--- config.mk ---
export PLATFORM = sky130hd
export DESIGN_NAME = tensor_permute_address_generator
export DESIGN_NICKNAME = d
export VERILOG_FILES = /design/src/hw/rtl/tpag_pkg.sv /design/src/hw/rtl/tensor_permute_address_generator.sv /design/src/hw/rtl/tpag_cfg.sv /design/src/hw/rtl/tpag_entry.sv /design/src/hw/rtl/tpag_stage.sv
export SDC_FILE = /design/constraint.sdc
export NUM_CORES = 2
export LEC_CHECK = 0
export ABC_AREA = 0
export BUFFER_PORTS_ARGS = -buffer_cell sky130_fd_sc_hd__buf_2
export CORE_MARGIN = 4
export CORE_UTILIZATION = 50
export DETAILED_ROUTE_END_ITERATION = 8
export GPL_TIMING_DRIVEN = 0
export HOLD_SLACK_MARGIN = 0.12
export PLACE_DENSITY = 0.66
export SLEW_MARGIN = 20
export SYNTH_ARGS = -nofsm -noshare
export SYNTH_HDL_FRONTEND = slang
export SYNTH_SLANG_ARGS = --single-unit
--- constraint.sdc ---
create_clock -name clk_i -period 8.9 [get_ports clk_i]
set_clock_uncertainty 0.2 [all_clocks]
set_input_delay 0.445 -clock clk_i [delete_from_list [all_inputs] [get_ports clk_i]]
set_output_delay 0.445 -clock clk_i [all_outputs]
set_load 0.02 [all_outputs]
--- src/hw/rtl/tpag_pkg.sv ---
// Shared constants and types for the tensor permute address generator.
`default_nettype none

package tpag_pkg;

  // Default values for the top-level parameters.
  localparam int MAX_DIMS_DEF   = 5;
  localparam int DATA_BITS_DEF  = 32;
  localparam int INDEX_BITS_DEF = 24;
  localparam int DIM_BITS_DEF   = 12;

  // Register file layout.
  localparam int NUM_SIZE_REGS = 5;
  localparam int NUM_DIMS_W    = 3;
  localparam int SIZE_W        = 13;
  localparam int PERM_W        = 15;
  localparam int PERM_FIELD_W  = 3;
  localparam int PERM_FIELDS   = PERM_W / PERM_FIELD_W;
  localparam int CFG_IDX_W     = 3;
  localparam int CFG_DATA_W    = 15;

  // Reset values of the registers (identity permutation).
  localparam logic [NUM_DIMS_W-1:0] NUM_DIMS_RST   = NUM_DIMS_W'(1);
  localparam logic [SIZE_W-1:0]     DIM_SIZE_RST   = SIZE_W'(1);
  localparam logic [PERM_W-1:0]     PERM_ORDER_RST = PERM_W'(18056);

  // Width used for small unsigned compares of counts and dimension codes.
  localparam int CMP_W = 4;

  // Register indexes on the configuration port.
  typedef enum logic [CFG_IDX_W-1:0] {
    CFG_NUM_DIMS   = 3'd0,
    CFG_DIM0_SIZE  = 3'd1,
    CFG_DIM1_SIZE  = 3'd2,
    CFG_DIM2_SIZE  = 3'd3,
    CFG_DIM3_SIZE  = 3'd4,
    CFG_DIM4_SIZE  = 3'd5,
    CFG_PERM_ORDER = 3'd6
  } cfg_reg_e;

endpackage

`default_nettype wire

--- src/hw/rtl/tensor_permute_address_generator.sv ---
// Top level of the tensor permute address generator.
//
//  Channel  Direction  Payload
//  s_axis   in         tdata: element_value
//  m_axis   out        tdata: out_value, dest_index; tlast: last_element
//  cfg      in         write enable, register index, write data
//
// One word enters per cycle unless an output stall reaches the input, and goes
// through an input register holding the source coordinate, then one register
// stage per destination position (one coordinate-times-stride add each).
// Reset clears all valid flags and the source coordinate; config gets defaults.
// Every stage has its own ready, so a stall at the output fills bubbles first.
`default_nettype none

module tensor_permute_address_generator #(
  parameter int MAX_DIMS   = tpag_pkg::MAX_DIMS_DEF,
  parameter int DATA_BITS  = tpag_pkg::DATA_BITS_DEF,
  parameter int INDEX_BITS = tpag_pkg::INDEX_BITS_DEF,
  parameter int DIM_BITS   = tpag_pkg::DIM_BITS_DEF
) (
  input  wire logic                                    clk_i,
  input  wire logic                                    rst_ni,
  input  wire logic                                    s_axis_tvalid,
  output logic                                         s_axis_tready,
  // element_value
  input  wire logic [((DATA_BITS+7)/8)*8-1:0]          s_axis_tdata,
  output logic                                         m_axis_tvalid,
  input  wire logic                                    m_axis_tready,
  // out_value, dest_index
  output logic [((DATA_BITS+INDEX_BITS+7)/8)*8-1:0]    m_axis_tdata,
  output logic                                         m_axis_tlast,
  input  wire logic                                    cfg_we_i,
  input  wire logic [tpag_pkg::CFG_IDX_W-1:0]          cfg_idx_i,
  input  wire logic [tpag_pkg::CFG_DATA_W-1:0]         cfg_data_i
);

  localparam int NdW    = $clog2(MAX_DIMS+1);
  localparam int MDataW = ((DATA_BITS+INDEX_BITS+7)/8)*8;

  logic [NdW-1:0]                    nd;
  logic [DIM_BITS:0]                 ext  [MAX_DIMS];
  logic [tpag_pkg::PERM_FIELD_W-1:0] perm [MAX_DIMS];

  // Links between stages; link 0 leaves the input register.
  logic                  lk_valid  [MAX_DIMS+1];
  logic                  lk_ready  [MAX_DIMS+1];
  logic [DATA_BITS-1:0]  lk_value  [MAX_DIMS+1];
  logic [DIM_BITS-1:0]   lk_digit  [MAX_DIMS+1][MAX_DIMS];
  logic                  lk_last   [MAX_DIMS+1];
  logic [INDEX_BITS-1:0] lk_stride [MAX_DIMS+1];
  logic [INDEX_BITS-1:0] lk_idx    [MAX_DIMS+1];

  tpag_cfg #(
    .MAX_DIMS (MAX_DIMS),
    .DIM_BITS (DIM_BITS)
  ) u_cfg (
    .clk_i      (clk_i),
    .rst_ni     (rst_ni),
    .cfg_we_i   (cfg_we_i),
    .cfg_idx_i  (cfg_idx_i),
    .cfg_data_i (cfg_data_i),
    .nd_o       (nd),
    .ext_o      (ext),
    .perm_o     (perm)
  );

  tpag_entry #(
    .MAX_DIMS  (MAX_DIMS),
    .DATA_BITS (DATA_BITS),
    .DIM_BITS  (DIM_BITS)
  ) u_entry (
    .clk_i   (clk_i),
    .rst_ni  (rst_ni),
    .valid_i (s_axis_tvalid),
    .ready_o (s_axis_tready),
    .value_i (s_axis_tdata[DATA_BITS-1:0]),
    .nd_i    (nd),
    .ext_i   (ext),
    .valid_o (lk_valid[0]),
    .ready_i (lk_ready[0]),
    .value_o (lk_value[0]),
    .digit_o (lk_digit[0]),
    .last_o  (lk_last[0])
  );

  // Running stride starts at one and the index at zero.
  assign lk_stride[0] = INDEX_BITS'(1);
  assign lk_idx[0]    = '0;

  // Positions are folded innermost first.
  for (genvar k = 1; k <= MAX_DIMS; k++) begin : g_stage
    tpag_stage #(
      .POS        (MAX_DIMS - k),
      .MAX_DIMS   (MAX_DIMS),
      .DATA_BITS  (DATA_BITS),
      .INDEX_BITS (INDEX_BITS),
      .DIM_BITS   (DIM_BITS)
    ) u_stage (
      .clk_i    (clk_i),
      .rst_ni   (rst_ni),
      .nd_i     (nd),
      .ext_i    (ext),
      .perm_i   (perm[MAX_DIMS - k]),
      .valid_i  (lk_valid[k-1]),
      .ready_o  (lk_ready[k-1]),
      .value_i  (lk_value[k-1]),
      .digit_i  (lk_digit[k-1]),
      .last_i   (lk_last[k-1]),
      .stride_i (lk_stride[k-1]),
      .idx_i    (lk_idx[k-1]),
      .valid_o  (lk_valid[k]),
      .ready_i  (lk_ready[k]),
      .value_o  (lk_value[k]),
      .digit_o  (lk_digit[k]),
      .last_o   (lk_last[k]),
      .stride_o (lk_stride[k]),
      .idx_o    (lk_idx[k])
    );
  end

  // Output word from the last stage.
  assign lk_ready[MAX_DIMS] = m_axis_tready;
  assign m_axis_tvalid      = lk_valid[MAX_DIMS];
  assign m_axis_tdata       = MDataW'({lk_idx[MAX_DIMS], lk_value[MAX_DIMS]});
  assign m_axis_tlast       = lk_last[MAX_DIMS];

endmodule

`default_nettype wire

--- src/hw/rtl/tpag_cfg.sv ---
// Configuration registers with decoded dimension count, extents and permutation fields.
`default_nettype none

module tpag_cfg #(
  parameter int MAX_DIMS = tpag_pkg::MAX_DIMS_DEF,
  parameter int DIM_BITS = tpag_pkg::DIM_BITS_DEF
) (
  input  wire logic                              clk_i,
  input  wire logic                              rst_ni,
  input  wire logic                              cfg_we_i,
  input  wire logic [tpag_pkg::CFG_IDX_W-1:0]    cfg_idx_i,
  input  wire logic [tpag_pkg::CFG_DATA_W-1:0]   cfg_data_i,
  output logic [$clog2(MAX_DIMS+1)-1:0]          nd_o,
  output logic [DIM_BITS:0]                      ext_o  [MAX_DIMS],
  output logic [tpag_pkg::PERM_FIELD_W-1:0]      perm_o [MAX_DIMS]
);

  localparam int NdW   = $clog2(MAX_DIMS+1);
  localparam int ExtW  = DIM_BITS + 1;
  localparam int WideW = 18;

  logic [tpag_pkg::NUM_DIMS_W-1:0] num_dims_q, num_dims_d;
  logic [tpag_pkg::SIZE_W-1:0]     size_q [tpag_pkg::NUM_SIZE_REGS];
  logic [tpag_pkg::SIZE_W-1:0]     size_d [tpag_pkg::NUM_SIZE_REGS];
  logic [tpag_pkg::PERM_W-1:0]     perm_q, perm_d;

  // Register write decode; indexes beyond the list are ignored.
  always_comb begin
    num_dims_d = num_dims_q;
    size_d     = size_q;
    perm_d     = perm_q;
    if (cfg_we_i) begin
      unique case (cfg_idx_i)
        tpag_pkg::CFG_NUM_DIMS:   num_dims_d = cfg_data_i[tpag_pkg::NUM_DIMS_W-1:0];
        tpag_pkg::CFG_DIM0_SIZE:  size_d[0]  = cfg_data_i[tpag_pkg::SIZE_W-1:0];
        tpag_pkg::CFG_DIM1_SIZE:  size_d[1]  = cfg_data_i[tpag_pkg::SIZE_W-1:0];
        tpag_pkg::CFG_DIM2_SIZE:  size_d[2]  = cfg_data_i[tpag_pkg::SIZE_W-1:0];
        tpag_pkg::CFG_DIM3_SIZE:  size_d[3]  = cfg_data_i[tpag_pkg::SIZE_W-1:0];
        tpag_pkg::CFG_DIM4_SIZE:  size_d[4]  = cfg_data_i[tpag_pkg::SIZE_W-1:0];
        tpag_pkg::CFG_PERM_ORDER: perm_d     = cfg_data_i[tpag_pkg::PERM_W-1:0];
        default: ;
      endcase
    end
  end

  always_ff @(posedge clk_i or negedge rst_ni) begin
    if (!rst_ni) begin
      num_dims_q <= tpag_pkg::NUM_DIMS_RST;
      for (int k = 0; k < tpag_pkg::NUM_SIZE_REGS; k++) begin
        size_q[k] <= tpag_pkg::DIM_SIZE_RST;
      end
      perm_q <= tpag_pkg::PERM_ORDER_RST;
    end else begin
      num_dims_q <= num_dims_d;
      size_q     <= size_d;
      perm_q     <= perm_d;
    end
  end

  // Dimension count clamped into 1..MAX_DIMS.
  always_comb begin
    if (num_dims_q == '0) begin
      nd_o = NdW'(1);
    end else if (tpag_pkg::CMP_W'(num_dims_q) > tpag_pkg::CMP_W'(MAX_DIMS)) begin
      nd_o = NdW'(MAX_DIMS);
    end else begin
      nd_o = NdW'(num_dims_q);
    end
  end

  // Extents: zero reads as one, large sizes saturate, missing registers read as one.
  for (genvar d = 0; d < MAX_DIMS; d++) begin : g_ext
    if (d < tpag_pkg::NUM_SIZE_REGS) begin : g_reg
      logic [WideW-1:0] size_w;
      logic [WideW-1:0] limit_w;
      assign size_w  = WideW'(size_q[d]);
      assign limit_w = WideW'(1) << DIM_BITS;
      always_comb begin
        if (size_w == '0) begin
          ext_o[d] = ExtW'(1);
        end else if (size_w > limit_w) begin
          ext_o[d] = limit_w[ExtW-1:0];
        end else begin
          ext_o[d] = size_w[ExtW-1:0];
        end
      end
    end else begin : g_one
      assign ext_o[d] = ExtW'(1);
    end
  end

  // Permutation fields; positions past the register read as dimension zero.
  for (genvar p = 0; p < MAX_DIMS; p++) begin : g_perm
    if (p < tpag_pkg::PERM_FIELDS) begin : g_fld
      assign perm_o[p] = perm_q[p*tpag_pkg::PERM_FIELD_W +: tpag_pkg::PERM_FIELD_W];
    end else begin : g_zero
      assign perm_o[p] = '0;
    end
  end

endmodule

`default_nettype wire

--- src/hw/rtl/tpag_entry.sv ---
// Input register and mixed-radix source coordinate counter.
`default_nettype none

module tpag_entry #(
  parameter int MAX_DIMS  = tpag_pkg::MAX_DIMS_DEF,
  parameter int DATA_BITS = tpag_pkg::DATA_BITS_DEF,
  parameter int DIM_BITS  = tpag_pkg::DIM_BITS_DEF
) (
  input  wire logic                          clk_i,
  input  wire logic                          rst_ni,
  input  wire logic                          valid_i,
  output logic                               ready_o,
  input  wire logic [DATA_BITS-1:0]          value_i,
  input  wire logic [$clog2(MAX_DIMS+1)-1:0] nd_i,
  input  wire logic [DIM_BITS:0]             ext_i [MAX_DIMS],
  output logic                               valid_o,
  input  wire logic                          ready_i,
  output logic [DATA_BITS-1:0]               value_o,
  output logic [DIM_BITS-1:0]                digit_o [MAX_DIMS],
  output logic                               last_o
);

  localparam int ExtW = DIM_BITS + 1;
  localparam int CmpW = tpag_pkg::CMP_W;

  logic                  valid_q;
  logic                  last_q;
  logic [DATA_BITS-1:0]  value_q;
  logic [DIM_BITS-1:0]   snap_q [MAX_DIMS];
  logic [DIM_BITS-1:0]   src_q  [MAX_DIMS];
  logic [DIM_BITS-1:0]   src_d  [MAX_DIMS];
  logic                  last_now;
  logic                  accept;

  assign ready_o = !valid_q || ready_i;
  assign accept  = valid_i && ready_o;

  // Next coordinate: innermost used digit counts, carries ripple outward.
  always_comb begin
    logic            carry;
    logic            wrap;
    logic [ExtW-1:0] inc;
    carry = 1'b1;
    for (int i = MAX_DIMS - 1; i >= 0; i--) begin
      inc = ExtW'(src_q[i]) + ExtW'(1);
      wrap = (inc >= ext_i[i]);
      if (CmpW'(i) >= CmpW'(nd_i)) begin
        src_d[i] = '0;
      end else if (carry) begin
        src_d[i] = wrap ? '0 : inc[DIM_BITS-1:0];
        carry    = wrap;
      end else begin
        src_d[i] = src_q[i];
      end
    end
  end

  // Final element: every used digit sits at its extent minus one.
  always_comb begin
    last_now = 1'b1;
    for (int i = 0; i < MAX_DIMS; i++) begin
      if ((CmpW'(i) < CmpW'(nd_i)) && (ExtW'(src_q[i]) != ext_i[i] - ExtW'(1))) begin
        last_now = 1'b0;
      end
    end
  end

  always_ff @(posedge clk_i or negedge rst_ni) begin
    if (!rst_ni) begin
      valid_q <= 1'b0;
      for (int i = 0; i < MAX_DIMS; i++) begin
        src_q[i] <= '0;
      end
    end else begin
      if (ready_o) begin
        valid_q <= valid_i;
      end
      if (accept) begin
        src_q <= src_d;
      end
    end
  end

  // Word payload with the coordinate it was taken at.
  always_ff @(posedge clk_i) begin
    if (accept) begin
      value_q <= value_i;
      snap_q  <= src_q;
      last_q  <= last_now;
    end
  end

  assign valid_o = valid_q;
  assign value_o = value_q;
  assign digit_o = snap_q;
  assign last_o  = last_q;

endmodule

`default_nettype wire

--- src/hw/rtl/tpag_stage.sv ---
// One destination position: adds its coordinate term and scales the running stride.
`default_nettype none

module tpag_stage #(
  parameter int POS        = 0,
  parameter int MAX_DIMS   = tpag_pkg::MAX_DIMS_DEF,
  parameter int DATA_BITS  = tpag_pkg::DATA_BITS_DEF,
  parameter int INDEX_BITS = tpag_pkg::INDEX_BITS_DEF,
  parameter int DIM_BITS   = tpag_pkg::DIM_BITS_DEF
) (
  input  wire logic                              clk_i,
  input  wire logic                              rst_ni,
  input  wire logic [$clog2(MAX_DIMS+1)-1:0]     nd_i,
  input  wire logic [DIM_BITS:0]                 ext_i [MAX_DIMS],
  input  wire logic [tpag_pkg::PERM_FIELD_W-1:0] perm_i,
  input  wire logic                              valid_i,
  output logic                                   ready_o,
  input  wire logic [DATA_BITS-1:0]              value_i,
  input  wire logic [DIM_BITS-1:0]               digit_i [MAX_DIMS],
  input  wire logic                              last_i,
  input  wire logic [INDEX_BITS-1:0]             stride_i,
  input  wire logic [INDEX_BITS-1:0]             idx_i,
  output logic                                   valid_o,
  input  wire logic                              ready_i,
  output logic [DATA_BITS-1:0]                   value_o,
  output logic [DIM_BITS-1:0]                    digit_o [MAX_DIMS],
  output logic                                   last_o,
  output logic [INDEX_BITS-1:0]                  stride_o,
  output logic [INDEX_BITS-1:0]                  idx_o
);

  localparam int ExtW  = DIM_BITS + 1;
  localparam int CmpW  = tpag_pkg::CMP_W;
  localparam int PIdxW = DIM_BITS + INDEX_BITS;
  localparam int PStrW = ExtW + INDEX_BITS;

  logic                  valid_q;
  logic                  last_q;
  logic [DATA_BITS-1:0]  value_q;
  logic [DIM_BITS-1:0]   digit_q [MAX_DIMS];
  logic [INDEX_BITS-1:0] stride_q, stride_d;
  logic [INDEX_BITS-1:0] idx_q, idx_d;
  logic [DIM_BITS-1:0]   dg;
  logic [ExtW-1:0]       ex;
  logic                  active;
  logic [PIdxW-1:0]      prod_idx;
  logic [PStrW-1:0]      prod_str;
  logic                  advance;

  assign ready_o = !valid_q || ready_i;
  assign advance = valid_i && ready_o;

  // Coordinate and extent of the source dimension placed at this position.
  always_comb begin
    dg = '0;
    ex = ExtW'(1);
    for (int d = 0; d < MAX_DIMS; d++) begin
      if (perm_i == tpag_pkg::PERM_FIELD_W'(d)) begin
        dg = digit_i[d];
        ex = ext_i[d];
      end
    end
  end

  // A position counts only when it is in use and names a used dimension.
  assign active = (CmpW'(POS) < CmpW'(nd_i)) && (CmpW'(perm_i) < CmpW'(nd_i));

  assign prod_idx = PIdxW'(dg) * PIdxW'(stride_i);
  assign prod_str = PStrW'(ex) * PStrW'(stride_i);

  always_comb begin
    if (active) begin
      idx_d    = idx_i + prod_idx[INDEX_BITS-1:0];
      stride_d = prod_str[INDEX_BITS-1:0];
    end else begin
      idx_d    = idx_i;
      stride_d = stride_i;
    end
  end

  always_ff @(posedge clk_i or negedge rst_ni) begin
    if (!rst_ni) begin
      valid_q <= 1'b0;
    end else if (ready_o) begin
      valid_q <= valid_i;
    end
  end

  always_ff @(posedge clk_i) begin
    if (advance) begin
      value_q  <= value_i;
      digit_q  <= digit_i;
      last_q   <= last_i;
      stride_q <= stride_d;
      idx_q    <= idx_d;
    end
  end

  assign valid_o  = valid_q;
  assign value_o  = value_q;
  assign digit_o  = digit_q;
  assign last_o   = last_q;
  assign stride_o = stride_q;
  assign idx_o    = idx_q;

endmodule

`default_nettype wire

**Yosys cells after proc, flatten, opt, wreduce, memory -nomap -nowiden**

Cells that the tools add are included.
Widths: inputs -> output; s select.

- Word-level logic and storage cells: 286
- Register bits after elaboration: 863
- Output and inout bits: 59

- $lt $le $gt $ge: 26
- Multiply operators: 7
- Multiplexer cells: 86
- Reduce and logical (&&, ||, !) cells: 56
- $add $sub $neg: 14
- Eq/ne operators: 31

Operators with widths:

| operator | number |
|---|---|
| $mux 12 | 39 |
| $mux 13 | 30 |
| $mux 24 | 7 |
| $add 24x24->24 | 4 |
| $mul 12x24->24 | 4 |
| $logic_not 18->1 | 5 |
| $mul 13x24->24 | 3 |
| $add 12x1->13 const B | 5 |
| $ge 13x13->1 | 5 |
| $gt 13x13->1 const B | 5 |
| $ne 12x13->1 | 5 |
| $sub 13x1->13 const B | 5 |
| $eq 3x2->1 const B | 12 |
| $eq 3x3->1 const B | 8 |
| $reduce_and 2->1 | 11 |
| $logic_not 3->1 | 7 |
| $eq 3x1->1 const B | 6 |
| $logic_and 1x1->1 | 16 |
| $lt 3x3->1 | 5 |
| $mux 1 | 8 |
| $reduce_bool 2->1 | 4 |
| $ge 1x3->1 const A | 2 |
| $ge 2x3->1 const A | 2 |
| $logic_not 1->1 | 6 |
| other kinds (8) | 16 |

**Depth between registers and ports, before layout**

- Word-level depth: 13
- Gate-level depth with buffers: 29

**Cells and area by module**

Synthesis repeated with hierarchy kept, for this count alone.

- Cells, all modules: 11389
- Area, all modules: 113015.9 µm²

By module, submodules not included:

| module | cells each | area an instance (µm²) | instances |
|---|---|---|---|
| tpag_stage (g_stage[2].u_stage) | 2067 | 20098.0 | 1 |
| tpag_stage (g_stage[1].u_stage) | 2020 | 19949.1 | 1 |
| tpag_stage (g_stage[5].u_stage) | 2026 | 19865.3 | 1 |
| tpag_stage (g_stage[3].u_stage) | 2014 | 19827.8 | 1 |
| tpag_stage (g_stage[4].u_stage) | 1999 | 19814.0 | 1 |
| tpag_entry | 988 | 9734.3 | 1 |
| tpag_cfg | 273 | 3719.8 | 1 |
| tensor_permute_address_generator | 2 | 7.5 | 1 |

**Worst setup path after synthesis**

No wires, ideal clock.

- Kind: register to register
- Start point: reg u_cfg.size_q, in the netlist u_cfg.g_ext[1].g_reg.size_w[7]
- End point: reg g_stage[4].u_stage.stride_q[23] (data pin)
- Path slack: 1.310 ns
- Library setup time: 0.256 ns
- Period minus slack after synthesis: 7.590 ns
- Cell stages (with the launch flop): 28
- Arrival time: 7.133 ns
- Data required time: 8.444 ns
- Cell sequence: dfrtp_1 clkbuf_1 or4_4 nor4_4 nor2_1 nor2_1 mux4_2 a2bb2oi_1 clkbuf_1 nand2_1 fa_1 inv_1 fa_1 fa_1 inv_1 fa_1 inv_1 ha_1 o21a_1 o21ai_0 o31ai_1 a21o_1 a21oi_1 o21ai_0 o221ai_1 xnor2_1 mux2_1 o22a_1

- Longest elaborated chain between the ends: 9

RTL lines:

| element | line | source |
|---|---|---|
| from (decl) | tpag_cfg.sv:23 | `logic [tpag_pkg::SIZE_W-1:0] size_q [tpag_pkg::NUM_SIZE_REGS];` |
| from (signal, indexed assignment) | tpag_cfg.sv:50 | `size_q[k] <= tpag_pkg::DIM_SIZE_RST;` |
| from (signal assigned) | tpag_cfg.sv:55 | `size_q <= size_d;` |
| $gt 13x13->1 | tpag_cfg.sv:81 | `end else if (size_w > limit_w) begin` |
| $mux 13 | tpag_cfg.sv:81 |  |
| $mux 13 (*) | tpag_cfg.sv:79 | `if (size_w == '0) begin` |
| $mux 13 (*) (4 in a row) | tpag_stage.sv:58 | `if (perm_i == tpag_pkg::PERM_FIELD_W'(d)) begin` |
| $mul 13x24->24 (*) | tpag_stage.sv:69 | `assign prod_str = PStrW'(ex) * PStrW'(stride_i);` |
| $mux 24 (*) | tpag_stage.sv:72 | `if (active) begin` |
| net g_stage[4].u_stage.stride_d[23] | tpag_stage.sv:41 | `logic [INDEX_BITS-1:0] stride_q, stride_d;` |
| to (signal assigned) | tpag_stage.sv:94 | `stride_q <= stride_d;` |
| to (decl) | tpag_stage.sv:41 |  |

Mark *: on every way through the listed nets, which the timed path passes. The rest lies on a longest branch.
A chain may end at the register's enable or synchronous reset.

**Worst setup path after layout**

- Start point: reg u_cfg.size_q, in the netlist u_cfg.g_ext[3].g_reg.size_w[12]
- End point: reg g_stage[4].u_stage.stride_q[23] (data pin)

- Longest elaborated chain between the ends: 7

RTL lines:

| element | line |
|---|---|
| $gt 13x13->1 | tpag_cfg.sv:81 |
| $mux 13 | tpag_cfg.sv:81 |
| $mux 13 (*) | tpag_cfg.sv:79 |
| $mux 13 (*) (2 in a row) | tpag_stage.sv:58 |
| $mul 13x24->24 (*) | tpag_stage.sv:69 |
| $mux 24 (*) | tpag_stage.sv:72 |
| net g_stage[4].u_stage.stride_d[23] | tpag_stage.sv:41 |

Marked as above.

==> impl_results.md <==
* Outcome: completed
* CP startpoint kind: register
* Seq cells post-synth at 840
* Core footprint at 163000 µm²
* CP delay by family, top: adder cells
* Share of cells above drive strength 1 at 8.05%
* Total CTS buffers at 90
* Syn_nets at 9369
* Most frequent CP cell: fa_1
* Yosys top cell by area: fa_1
* Cell area after layout at 89500 µm²
* 1st-pass router iterations at 6
* Top-level I/O count at 114
* Avg Vias per Cell at 5.64
* ANT nets after route at 0
* Latest clock arrival within the worst-skew pair at 0.75 ns
* Iteration-0 DRC Markers at 5063
* Area Overhead vs Synth at 9.64%
* Wire per inst at 24.5 µm
* Fin crit share at 98.9%
* WP buf/inv at 6
* CP endpoint kind: register
* Area of the multi-input gates at 51000 µm²
* Min-Delay Endpoint: g_stage[5].u_stage.value_o[12]$_DFFE_PP_
* Avg Cell Area, Syn at 10.5 µm²
* Filler Cell Count at 14236
* Wire length on met1 at 97900 µm
* Async S/R FF share, synth at 17.7%
* Hold Path Origin: g_stage[4].u_stage.value_o[12]$_DFFE_PP_
* Hold path depth at 0
* Global-route wire length before repair at 381000 µm
* Final Net Count at 9655
* Clock sink count at 840
* Initial Utilization at 50.2%
* Detailed placement HPWL at 206000 µm
* Hold Path Class: reg2reg
* Max-cap viol count at 0
* Worst r2r src: u_cfg.g_ext[3].g_reg.size_w[12]$_DFFE_PN0P_
* Synth top area share at 27.4%
* Met2 WL at 120000 µm
* Setup CP Type: reg2reg
* Synthesis warning total at 0
* Chip width at 412 µm
* Worst slew pin tran at 1.14 ns
* Final Hold Viols at 0
* DR vias at 58039
* Non-Filler Instances at 10292
* Reg area at 24500 µm²
* CTS tree: yes
* GP Congestion at 0.992
* Deepest clock path buffer count at 3
* EDFF count, synth at 691
* Placed insts at 10068
* H-tree levels at 3
* CP max stage cell: fa_1
* Fin util at 55.0%
* RSZ-0062 raised after global routing: true
* Placed cell areas at 85500 µm²
* Max_slew headroom at 24.0%
* Final Max Tran Viols at 0
* Drc violations at 0
* Crit Path Max Fanout at 10
* Top_reg_cell synth: edfxtp_1
* F_max at 114 MHz
* Mapped Cells at 7753
* Clk slew on worst S/H paths at 0.07 ns
* Top post-synthesis cells by area: fa_1 27%, edfxtp_1 25%, ha_1 6.8%
* Post-synthesis sequential area ratio at 30.0%
* IO Port Bufs at 112
* Reg2reg path depth at 25
* Die area at 170000 µm²
* CTS root buf: clkbuf_16
* Setup slack, reg-to-reg at 0.10 ns
* Crit path DAT at 9.07 ns
* Antenna violations before repair at 12
* Unique cell type count in the Yosys netlist at 89
* Remaining global-route overflow at 0
* Die Ht at 412 µm
* DR top layer: met4
* Vias in the first global route at 60378
* Reg2reg end: g_stage[4].u_stage.stride_o[23]$_DFFE_PP_
* Maximum single-stage delay on the critical path at 0.55 ns
* Total global-route track usage at 30.2%
* Total Wirelength at 252000 µm
* Worst EP required at 9.17 ns
* Largest net degree at the start of global routing at 95
* Num rows at 148
* Final setup fails at 0
* Sum Neg Setup Slack at 0 ns
* Final critical-path required period at 8.80 ns
* Mapped Area at 81600 µm²
* Routed met3 length at 19600 µm
cells in the mapped netlist (46+ instances only):
cell / number
inv_1: 1318
nand2_1: 1142
fa_1: 1118
edfxtp_1: 691
ha_1: 443
and2_1: 362
clkbuf_1: 344
o21ai_0: 254
xnor2_1: 239
nor2b_1: 220
nor2_1: 166
dfrtp_1: 138
a21oi_1: 135
mux2_2: 117
xor2_1: 113
mux4_2: 93
nand2b_1: 92
nand3_1: 67
a22oi_1: 51
nor3_1: 51
a22o_1: 48
o22ai_1: 48
a21o_1: 46
timing repair:
item / in CTS / in global routing
pin swaps: 2 / 2
buffers inserted: 2 / 0
endpoints found under the setup margin: 40 / 36
endpoints found under the hold margin: 263 / 0
hold buffers: 56 / 0
gates resized for setup: 41 / 60
stage by stage:
step | setup slack (ns) | hold WS, ns
after floorplan | 1.31 | -0.0506
after global placement | -1.31 | 0.200
after detailed placement | -1.24 | 0.205
after CTS | 0.00364 | 0.177
after global routing | -0.0906 | 0.180
final | 0.102 | 0.178
flip-flops by register name, summed over array words and instances, names as in the netlist, 5 cells and up:
| signal | cells |
|---|---|
| g_stage.u_stage.digit_o | 240 |
| g_stage.u_stage.value_o | 160 |
| u_cfg.perm_q | 15 |
| g_stage.u_stage.idx_o | 108 |
| u_cfg.g_ext.g_reg.size_w | 65 |
| u_entry.digit_o | 60 |
| g_stage.u_stage.last_o | 5 |
| u_entry.value_o | 32 |
| g_stage.u_stage.valid_o | 5 |
| u_entry.src_q | 60 |
| g_stage.u_stage.stride_o | 85 |
how the worst max path moves through the flow:
stage / from / endpoint / cells after the start
floorplan: u_cfg.g_ext[1].g_reg.size_w[7]$_DFFE_PN0P_ / g_stage[4].u_stage.stride_o[23]$_DFFE_PP_ / 27
global placement: u_cfg.g_ext[1].g_reg.size_w[7]$_DFFE_PN0P_ / g_stage[4].u_stage.stride_o[23]$_DFFE_PP_ / 27
detailed placement: u_cfg.g_ext[1].g_reg.size_w[7]$_DFFE_PN0P_ / g_stage[4].u_stage.stride_o[23]$_DFFE_PP_ / 27
CTS: u_cfg.g_ext[1].g_reg.size_w[7]$_DFFE_PN0P_ / g_stage[4].u_stage.stride_o[22]$_DFFE_PP_ / 25
global route: u_cfg.perm_q[4]$_DFFE_PN0P_ / g_stage[4].u_stage.idx_o[23]$_DFFE_PP_ / 25
finish: u_cfg.g_ext[3].g_reg.size_w[12]$_DFFE_PN0P_ / g_stage[4].u_stage.stride_o[23]$_DFFE_PP_ / 25
cell families after synthesis:
kind of cell	Yosys count	synth area share [%]
buffers and inverters	1714	7.93
adders and majority gates	1561	34.2
xor gates and xnor gates	357	3.91
DFF	840	30.0
and+or+nand+nor	2283	13.5
muxes	225	4.37
AOI/OAI and AO/OA	773	6.07
final cells by class:
class | instances | area share [%]
Clock buffer | 105 | 2.60
Buffer | 385 | 1.71
Inverter | 1325 | 5.56
Tap cell | 2175 | 3.04
Sequential cell | 840 | 27.4
Antenna cell | 2 | 0.00559
Timing Repair Buffer | 198 | 1.87
Clock inverter | 63 | 0.830
Multi-Input combinational cell | 5199 | 57.0
cell usage in the layout (no fill, tap or decap), types with 18 or more instances in the layout:
cell,count
dfrtp_1,138
nor3_1,47
mux2_2,117
clkbuf_16,90
mux4_2,93
ha_1,443
and3_1,40
nand2_1,1142
dlygate4sd3_1,55
o21ai_0,246
inv_1,1318
o21a_1,39
nor4_1,25
xnor2_1,239
or3_1,18
a21oi_1,134
a21o_1,46
clkbuf_1,336
fa_1,1118
buf_2,131
or2_2,18
a22oi_1,43
nand2b_1,92
nor2b_1,216
a22o_1,43
edfxtp_1,691
nand3_1,67
nand4_1,22
o22ai_1,32
and2_1,359
nor2_1,163
xor2_1,113
metal layers:
layer	GRT usage (%)	vias up
met5	0	-
met4	14.1	0
met3	5.30	610
met2	49.7	2441
met1	38.9	29609
li1	-	25379
Power is left out: the tool's default activity adds up to more than one toggle a clock period on the data nets, which glitch-free logic cannot reach.
